==> src/rtl/core/lsc_pkg.sv <==
// shared constants, types and chain structs of the lru slot cache
package lsc_pkg;

  localparam int SLOTS      = 16;
  localparam int SLOT_W     = $clog2(SLOTS);
  localparam int CNT_W      = $clog2(SLOTS + 1);
  localparam int KEY_W      = 32;
  localparam int PAY_W      = 32;
  localparam int CAP_W      = 5;
  localparam int SLOT_IDX_W = 4;

  localparam logic [CAP_W-1:0] CAP_RESET = CAP_W'(16);

  typedef enum logic [1:0] {
    ACT_NONE    = 2'd0,
    ACT_PROMOTE = 2'd1,
    ACT_INSTALL = 2'd2
  } act_t;

  // broadcast to every cell for the compare pass
  typedef struct packed {
    logic [KEY_W-1:0]  key;
    logic [SLOT_W-1:0] vrank;
  } probe_t;

  // result of the compare pass, rippled from cell to cell
  typedef struct packed {
    logic              hit;
    logic [SLOT_W-1:0] hslot;
    logic [SLOT_W-1:0] hrank;
    logic [PAY_W-1:0]  hpay;
    logic              vict;
    logic [SLOT_W-1:0] vslot;
  } scan_t;

  // update broadcast to every cell
  typedef struct packed {
    act_t              act;
    logic [SLOT_W-1:0] slot;
    logic [SLOT_W-1:0] ref_rank;
    logic              wr_key;
    logic              wr_pay;
    logic [KEY_W-1:0]  key;
    logic [PAY_W-1:0]  pay;
  } cmd_t;

endpackage

==> src/rtl/core/lsc_if.sv <==
// channel interfaces of the lru slot cache
interface lsc_req_if;
  logic                     valid;
  logic                     ready;
  logic                     op;
  logic [lsc_pkg::KEY_W-1:0] key_tag;
  logic [lsc_pkg::PAY_W-1:0] payload;

  modport source (output valid, op, key_tag, payload, input ready);
  modport sink   (input valid, op, key_tag, payload, output ready);
endinterface

interface lsc_rsp_if;
  logic                          valid;
  logic                          ready;
  logic                          found;
  logic [lsc_pkg::SLOT_IDX_W-1:0] slot_index;
  logic [lsc_pkg::PAY_W-1:0]      entry_payload;
  logic                          entry_valid;
  logic                          evicted;

  modport source (output valid, found, slot_index, entry_payload, entry_valid, evicted,
                  input ready);
  modport sink   (input valid, found, slot_index, entry_payload, entry_valid, evicted,
                  output ready);
endinterface

interface lsc_cfg_if;
  logic                      valid;
  logic                      ready;
  logic [lsc_pkg::CAP_W-1:0] capacity;

  modport source (output valid, capacity, input ready);
  modport sink   (input valid, capacity, output ready);
endinterface

==> src/rtl/core/lsc_cell.sv <==
// one slot of the lru table: key, payload, used flag and recency rank
module lsc_cell (
  input  logic                       clk,
  input  logic                       rst_n,
  input  logic [lsc_pkg::SLOT_W-1:0] idx,
  input  lsc_pkg::probe_t            probe,
  input  lsc_pkg::cmd_t              cmd,
  input  lsc_pkg::scan_t             scan_i,
  output lsc_pkg::scan_t             scan_o
);

  logic                       used_r, used_nxt;
  logic [lsc_pkg::SLOT_W-1:0] rank_r, rank_nxt;
  logic [lsc_pkg::KEY_W-1:0]  key_r;
  logic [lsc_pkg::PAY_W-1:0]  pay_r;
  logic                       match, vmatch, self;

  assign match  = used_r && (key_r == probe.key);
  assign vmatch = used_r && (rank_r == probe.vrank);
  assign self   = (cmd.slot == idx);

  // first match along the chain wins
  always_comb begin
    scan_o = scan_i;
    if (!scan_i.hit && match) begin
      scan_o.hit   = 1'b1;
      scan_o.hslot = idx;
      scan_o.hrank = rank_r;
      scan_o.hpay  = pay_r;
    end
    if (!scan_i.vict && vmatch) begin
      scan_o.vict  = 1'b1;
      scan_o.vslot = idx;
    end
  end

  always_comb begin
    used_nxt = used_r;
    rank_nxt = rank_r;
    unique case (cmd.act)
      lsc_pkg::ACT_PROMOTE: begin
        if (self) begin
          rank_nxt = '0;
        end else if (used_r && (rank_r < cmd.ref_rank)) begin
          rank_nxt = rank_r + 1'b1;
        end
      end
      lsc_pkg::ACT_INSTALL: begin
        if (self) begin
          rank_nxt = '0;
          used_nxt = 1'b1;
        end else if (used_r) begin
          rank_nxt = rank_r + 1'b1;
        end
      end
      default: ;
    endcase
  end

  always_ff @(posedge clk) begin
    if (!rst_n) begin
      used_r <= 1'b0;
      rank_r <= '0;
    end else begin
      used_r <= used_nxt;
      rank_r <= rank_nxt;
    end
  end

  always_ff @(posedge clk) begin
    if (cmd.wr_key && self) begin
      key_r <= cmd.key;
    end
    if (cmd.wr_pay && self) begin
      pay_r <= cmd.pay;
    end
  end

endmodule

==> src/rtl/core/lru_slot_cache.sv <==
// top level of the lru slot cache: request stage, cell chain and result register
// Fully associative LRU table of 16 slots mapping a 32-bit key tag to a slot
// index and a 32-bit payload. op 0 looks a key up (a hit makes the entry most
// recent), op 1 puts it (a hit updates the payload, a miss fills the next free
// slot while the fill count is below capacity, otherwise the least recent entry
// is evicted and its slot reused). Each input beat is registered; once the result
// register is free or draining, the request runs once along the row of slot
// cells, which compare the key, find the victim by its rank and apply the rank
// and payload update; the result lands in the output register. One item per
// cycle is sustained while results are taken; a stalled result register holds
// back one further item. Capacity is written on the cfg channel (0 counts as 1,
// above 16 as 16); the user must write it only while idle, and the block itself
// does not enforce this. No clearing pass runs after reset: used flags guard slots.
module lru_slot_cache (
  input  logic      clk,
  input  logic      rst_n,
  lsc_req_if.sink   in_req,
  lsc_rsp_if.source out_rsp,
  lsc_cfg_if.sink   cfg_wr
);

  localparam int SLOTS  = lsc_pkg::SLOTS;
  localparam int SLOT_W = lsc_pkg::SLOT_W;
  localparam int CNT_W  = lsc_pkg::CNT_W;

  // capacity register
  logic [lsc_pkg::CAP_W-1:0] cap_r;
  logic [CNT_W-1:0]          cap_eff;

  // no beat is taken while reset is held
  assign cfg_wr.ready = rst_n;

  always_ff @(posedge clk) begin
    if (!rst_n) begin
      cap_r <= lsc_pkg::CAP_RESET;
    end else if (cfg_wr.valid) begin
      cap_r <= cfg_wr.capacity;
    end
  end

  // clamp to 1..SLOTS
  always_comb begin
    if (cap_r == '0) begin
      cap_eff = CNT_W'(1);
    end else if (32'(cap_r) > 32'(SLOTS)) begin
      cap_eff = CNT_W'(SLOTS);
    end else begin
      cap_eff = CNT_W'(cap_r);
    end
  end

  // request stage
  logic                      req_v_r;
  logic                      req_op_r;
  logic [lsc_pkg::KEY_W-1:0] req_key_r;
  logic [lsc_pkg::PAY_W-1:0] req_pay_r;
  logic                      out_valid_r;
  logic                      fire;
  logic                      in_beat;

  // request is applied when the result register is free or draining
  assign fire         = req_v_r && (!out_valid_r || out_rsp.ready);
  assign in_req.ready = rst_n && (!req_v_r || fire);
  assign in_beat      = in_req.valid && in_req.ready;

  always_ff @(posedge clk) begin
    if (!rst_n) begin
      req_v_r <= 1'b0;
    end else if (in_beat) begin
      req_v_r <= 1'b1;
    end else if (fire) begin
      req_v_r <= 1'b0;
    end
  end

  always_ff @(posedge clk) begin
    if (in_beat) begin
      req_op_r  <= in_req.op;
      req_key_r <= in_req.key_tag;
      req_pay_r <= in_req.payload;
    end
  end

  // fill counter
  logic [CNT_W-1:0] fill_cnt_r, fill_cnt_nxt;

  // cell chain
  lsc_pkg::probe_t probe;
  lsc_pkg::cmd_t   cmd;
  lsc_pkg::scan_t  scan [SLOTS+1];
  lsc_pkg::scan_t  res;

  // least recent used entry carries rank fill_count - 1
  assign probe.key   = req_key_r;
  assign probe.vrank = SLOT_W'(fill_cnt_r - 1'b1);
  assign scan[0]     = '0;

  genvar gi;
  generate
    for (gi = 0; gi < SLOTS; gi++) begin : g_cell
      lsc_cell u_cell (
        .clk    (clk),
        .rst_n  (rst_n),
        .idx    (SLOT_W'(gi)),
        .probe  (probe),
        .cmd    (cmd),
        .scan_i (scan[gi]),
        .scan_o (scan[gi+1])
      );
    end
  endgenerate

  assign res = scan[SLOTS];

  // put decisions
  logic              is_put;
  logic              fill_ok;
  logic              do_evict;
  logic [SLOT_W-1:0] tgt_slot;

  assign is_put   = req_op_r;
  assign fill_ok  = !res.hit && (fill_cnt_r < cap_eff);
  assign do_evict = is_put && !res.hit && !fill_ok;

  always_comb begin
    if (res.hit) begin
      tgt_slot = res.hslot;
    end else if (fill_ok) begin
      tgt_slot = SLOT_W'(fill_cnt_r);
    end else begin
      tgt_slot = res.vslot;
    end
  end

  always_comb begin
    cmd.act      = lsc_pkg::ACT_NONE;
    cmd.slot     = tgt_slot;
    cmd.ref_rank = res.hrank;
    cmd.wr_key   = fire && is_put && !res.hit;
    cmd.wr_pay   = fire && is_put;
    cmd.key      = req_key_r;
    cmd.pay      = req_pay_r;
    if (fire) begin
      if (res.hit) begin
        cmd.act = lsc_pkg::ACT_PROMOTE;
      end else if (is_put) begin
        cmd.act = lsc_pkg::ACT_INSTALL;
      end
    end
  end

  always_comb begin
    fill_cnt_nxt = fill_cnt_r;
    if (fire && is_put && fill_ok) begin
      fill_cnt_nxt = fill_cnt_r + 1'b1;
    end
  end

  always_ff @(posedge clk) begin
    if (!rst_n) begin
      fill_cnt_r <= '0;
    end else begin
      fill_cnt_r <= fill_cnt_nxt;
    end
  end

  // result register
  logic                           out_valid_nxt;
  logic                           found_r;
  logic [lsc_pkg::SLOT_IDX_W-1:0] slot_r;
  logic [lsc_pkg::PAY_W-1:0]      pay_r;
  logic                           ent_valid_r;
  logic                           evicted_r;

  assign out_valid_nxt = fire || (out_valid_r && !out_rsp.ready);

  always_ff @(posedge clk) begin
    if (!rst_n) begin
      out_valid_r <= 1'b0;
    end else begin
      out_valid_r <= out_valid_nxt;
    end
  end

  // a missed lookup reports all zero
  always_ff @(posedge clk) begin
    if (fire) begin
      found_r     <= res.hit;
      ent_valid_r <= is_put || res.hit;
      evicted_r   <= do_evict;
      if (is_put) begin
        slot_r <= lsc_pkg::SLOT_IDX_W'(tgt_slot);
        pay_r  <= req_pay_r;
      end else if (res.hit) begin
        slot_r <= lsc_pkg::SLOT_IDX_W'(res.hslot);
        pay_r  <= res.hpay;
      end else begin
        slot_r <= '0;
        pay_r  <= '0;
      end
    end
  end

  assign out_rsp.valid         = out_valid_r;
  assign out_rsp.found         = found_r;
  assign out_rsp.slot_index    = slot_r;
  assign out_rsp.entry_payload = pay_r;
  assign out_rsp.entry_valid   = ent_valid_r;
  assign out_rsp.evicted       = evicted_r;

endmodule

==> src/flat_wrapper.sv <==
// flat-port wrapper written by rule: the top's interface ports become plain ports
module lru_slot_cache_flat 
  (clk, rst_n, in_req_valid, in_req_op, in_req_key_tag, in_req_payload, in_req_ready, out_rsp_valid, out_rsp_found, out_rsp_slot_index, out_rsp_entry_payload, out_rsp_entry_valid, out_rsp_evicted, out_rsp_ready, cfg_wr_valid, cfg_wr_capacity, cfg_wr_ready);
  lsc_req_if in_req_i ();
  lsc_rsp_if out_rsp_i ();
  lsc_cfg_if cfg_wr_i ();
  input  logic clk;
  input  logic rst_n;
  input wire logic [$bits(in_req_i.valid)-1:0] in_req_valid;
  input wire logic [$bits(in_req_i.op)-1:0] in_req_op;
  input wire logic [$bits(in_req_i.key_tag)-1:0] in_req_key_tag;
  input wire logic [$bits(in_req_i.payload)-1:0] in_req_payload;
  output wire logic [$bits(in_req_i.ready)-1:0] in_req_ready;
  output wire logic [$bits(out_rsp_i.valid)-1:0] out_rsp_valid;
  output wire logic [$bits(out_rsp_i.found)-1:0] out_rsp_found;
  output wire logic [$bits(out_rsp_i.slot_index)-1:0] out_rsp_slot_index;
  output wire logic [$bits(out_rsp_i.entry_payload)-1:0] out_rsp_entry_payload;
  output wire logic [$bits(out_rsp_i.entry_valid)-1:0] out_rsp_entry_valid;
  output wire logic [$bits(out_rsp_i.evicted)-1:0] out_rsp_evicted;
  input wire logic [$bits(out_rsp_i.ready)-1:0] out_rsp_ready;
  input wire logic [$bits(cfg_wr_i.valid)-1:0] cfg_wr_valid;
  input wire logic [$bits(cfg_wr_i.capacity)-1:0] cfg_wr_capacity;
  output wire logic [$bits(cfg_wr_i.ready)-1:0] cfg_wr_ready;
  assign in_req_i.valid = in_req_valid;
  assign in_req_i.op = in_req_op;
  assign in_req_i.key_tag = in_req_key_tag;
  assign in_req_i.payload = in_req_payload;
  assign in_req_ready = in_req_i.ready;
  assign out_rsp_valid = out_rsp_i.valid;
  assign out_rsp_found = out_rsp_i.found;
  assign out_rsp_slot_index = out_rsp_i.slot_index;
  assign out_rsp_entry_payload = out_rsp_i.entry_payload;
  assign out_rsp_entry_valid = out_rsp_i.entry_valid;
  assign out_rsp_evicted = out_rsp_i.evicted;
  assign out_rsp_i.ready = out_rsp_ready;
  assign cfg_wr_i.valid = cfg_wr_valid;
  assign cfg_wr_i.capacity = cfg_wr_capacity;
  assign cfg_wr_ready = cfg_wr_i.ready;
  lru_slot_cache u_core (.clk(clk), .rst_n(rst_n), .in_req(in_req_i), .out_rsp(out_rsp_i), .cfg_wr(cfg_wr_i));
endmodule
==> config.mk <==
export PLATFORM = sky130hd
export DESIGN_NAME = lru_slot_cache_flat
export DESIGN_NICKNAME = d
export VERILOG_FILES = /design/src/rtl/core/lsc_pkg.sv /design/src/rtl/core/lsc_if.sv /design/src/rtl/core/lsc_cell.sv /design/src/rtl/core/lru_slot_cache.sv /design/src/flat_wrapper.sv
export SDC_FILE = /design/constraint.sdc
export NUM_CORES = 2
export LEC_CHECK = 0
export BUFFER_PORTS_ARGS = -buffer_cell sky130_fd_sc_hd__buf_2
export CELL_PAD_IN_SITES_DETAIL_PLACEMENT = 0
export CELL_PAD_IN_SITES_GLOBAL_PLACEMENT = 1
export CORE_UTILIZATION = 47
export DETAILED_ROUTE_END_ITERATION = 6
export PLACE_DENSITY_LB_ADDON = 0.1
export SETUP_SLACK_MARGIN = 0.4
export SYNTH_ARGS = -nofsm -noshare
export SYNTH_HDL_FRONTEND = slang
export SYNTH_SLANG_ARGS = --single-unit
==> constraint.sdc <==
create_clock -name clk -period 17.3 [get_ports clk]
set_clock_uncertainty 0.1 [all_clocks]
set_input_delay 0.865 -clock clk [delete_from_list [all_inputs] [get_ports clk]]
set_output_delay 0.865 -clock clk [all_outputs]
set_load 0.01 [all_outputs]
==> impl_results.md <==
* Pleak at 0.0203 uW
* Worst hold path class: input pin to register
* CTS max path bufs at 3
* Largest cells by area after synthesis: edfxtp_1 (62%), xor2_1 (6.3%), dfxtp_1 (3.4%)
* R2R setup slack at 9.99 ns
* PD cells at 102 nW/um2
* Critical path arrival at 7.86 ns
* Setup-failing EPs final at 0
* RSZ-0062 raised after global routing: false
* Final Total Pwr at 6290 uW
* Total GRT Usage at 0.279
* CTS tree: yes
* Max transition margin at 0.203
* F_max at 137 MHz
* IO Count at 117
* Asr flop ratio synth at 0
* Worst vdd ir at 0.0928 mV
* Share of layout cells above drive strength 1 at 0.125
* Vias at 35,800
* Synth-to-layout area growth at 12.4%
* Vias in the first global route at 34,100
* Top FF cell, synth: edfxtp_1
* Pre-Repair DR Iteration Count at 7
* Mapped Area at 54,900 um2
* Die Area at 118,000 um2
* Synth Register Bits at 1,220
* Failing checks: DRC
* Row count at 124
* Hold Crit Depth at 1
* Hold buffers post-CTS at 0
* Cell taking the most area after synthesis: edfxtp_1
* Gr ovfl total at 0
* First-pass GRT wire length at 238,000 um
* Most common cell on crit path: buf_4
* Crit share post-route at 0.423
* Worst EP required at 17.85 ns
* DRT Wirelength at 166,000 um
* Synth warn at 0
* Max stage delay cell, worst path: a221oi_2
* Filler cells at 9,538
* Detailed Place HPWL at 100,000 um
* Mean Syn Cell Area at 13.6 um2
* Max-cap violations at 0
* Routability Congestion at 0.887
* Sum Neg Setup Slack at 0 ns
* Most common cell in the netlist: edfxtp_1
* Seq/Total Area, Yosys at 0.651
* Clock-pin transition on the worst setup and hold timing paths at 0.06 ns
* CP Class: register to register
* Vert. Die Dim at 344 um
* Horiz. Die Dim at 344 um
* Crit path capture type: register
* EDFF count, synth at 1,128
* Syn_nets at 4,195
* Clock latency on the worst-skew pair at 0.77 ns
* Post_cts resized at 0
* Setup bufs post-CTS at 0
* CTS root buf: clkbuf_16
* TritonCTS buffer count at 133
* Hold EP: u_core.req_key_r[18]
* Sinks on Clock Net at 1,220
* Nets at 4,345
* RR Endpoint: u_core.g_cell[1].u_cell.rank_r[1]
* Worst path max stage delay at 0.76 ns
* IO Port Bufs at 116
* Min Tclk post-route at 7.31 ns
* Crit path buf inv count at 5
* Avg WL per Cell at 28.5 um
* H-tree Lvls at 4
* Post-route ant nets at 0
* # DRC at 3
* Post-synthesis instance total at 4,048
* Startpoint types: register
* CP Max Fanout at 40
* Slew Limit Fails at 0
* CP Cell Sequence: buf_4, xor2_1, or4b_2, nor4_1, nand3_2, buf_4, nand4_1, nor3_2, buf_4, a222oi_1, o2111a_1, o211ai_1, o21ai_0, a21oi_1, a221oi_2, buf_4, ha_1, o21a_1, o211ai_1, inv_1, a21oi_1, o21ai_0, a32o_1
* Worst-margin pin slew at 1.19 ns
* CP Launch Point: u_core.req_key_r[25]
* Fin. Hold Viols at 0
* Largest net degree at the start of global routing at 67
* Via/cell ratio at 6.16
* Worst r2r src: u_core.req_key_r[25]
* Initial antenna violation count at 2
* Starting Density at 0.477
* Post-synth top area share at 0.617
* Area of the core at 115,000 um2
* Outcome: finished, violations left
* DR iter-0 viols at 4,133
* Synth cell types at 100
* R2R cell count at 23
* Hold wc startpoint: in_req_key_tag[18]
* Worst path top cell family by delay: compound AO/OA/AOI/OAI gates
* Synth cell count leaders: edfxtp_1 (1,128), xor2_1 (395), nand2_1 (217)
==> worst max-delay path by stage <==
stage                                         to  cells after the start
2_1_floorplan  u_core.g_cell[6].u_cell.rank_r[1]                     24
3_5_place_dp   u_core.g_cell[1].u_cell.rank_r[1]                     22
5_1_grt        u_core.g_cell[1].u_cell.rank_r[1]                     23
4_1_cts        u_core.g_cell[1].u_cell.rank_r[1]                     23
6_report       u_core.g_cell[1].u_cell.rank_r[1]                     23
3_3_place_gp   u_core.g_cell[1].u_cell.rank_r[1]                     22
==> placed cells by master, fill, tap and decap left out, types with 92 or more instances in the layout <==
cell type,synthesis,layout
clkbuf_16,0,136
xnor2_1,154,154
nand2_1,217,217
o21ai_0,123,123
buf_4,30,134
nor4_1,167,163
xor2_1,395,395
buf_2,59,116
edfxtp_1,1128,1128
nand4_1,113,113
dfxtp_1,92,92
a21oi_1,137,137
nor2_1,181,158
nor3_1,93,92
nand3_1,139,138
==> kinds of logic (layout without fill, tap and decap cells) <==
group                    after synthesis  after routing  share of synthesized area
AO/OA/AOI/OAI                        642            642                     0.0833
multiplexers                          16             16                    0.00299
XOR/XNOR                             577            577                     0.0991
AND/OR/NAND/NOR                     1232           1232                      0.123
other                                  0              2                          0
adder cells (fa/ha/maj)               72             72                     0.0164
flip-flops                          1220           1220                      0.651
buffers and inverters                289            541                     0.0238
==> per-stage QoR <==
stage / hold WS (ns) / cells / instance area (um2) / setup slack [ns] / utilization
6_report: 0.164 / 5814 / 61700 / 9.99 / 0.536
5_1_grt: 0.134 / 5812 / 61700 / 9.55 / 0.536
4_1_cts: 0.118 / 5812 / 61700 / 10.02 / 0.536
3_5_place_dp: 0.399 / 5575 / 57500 / 10.09 / 0.500
3_3_place_gp: 0.389 / 5575 / 57500 / 10.19 / 0.500
2_1_floorplan: 0.355 / 4048 / 54900 / 10.87 / -
==> state kept, by name, indices dropped and copies added (netlist names), 4 cells and up <==
signal	cells
u_core.g_cell.u_cell.key_r	512
u_core.g_cell.u_cell.pay_r	512
u_core.g_cell.u_cell.rank_r	64
u_core.out_rsp.entry_payload	32
u_core.req_key_r	32
u_core.req_pay_r	32
u_core.g_cell.u_cell.used_r	16
u_core.cap_r	5
u_core.fill_cnt_r	5
u_core.out_rsp.slot_index	4
==> cell type report <==
type / instances / area, um2 / area share
inverter: 54 / 203 / 0.00329
tap: 1512 / 1890 / 0.0307
multi-input combinational: 2539 / 18100 / 0.294
clock buffer: 165 / 3510 / 0.0569
clock inverter: 72 / 641 / 0.0104
antenna: 2 / 5.00 / 0.0000811
sequential: 1220 / 35700 / 0.579
timing repair buffer: 250 / 1590 / 0.0257
==> metal layers <==
metal / GRT usage / routed length, um
met1: 0.411 / 74700
met2: 0.424 / 73800
met3: 0.0460 / 12600
met4: 0.0870 / 4520
met5: 0 / 0
==> where the power goes <==
part	total (uW)	switching, uW	leakage (uW)	internal (uW)
registers	3270	32.9	0.0109	3240
clock network	2760	1180	0.00203	1580
logic	255	179	0.00735	76.4
Power figures use the tool's default switching activity.
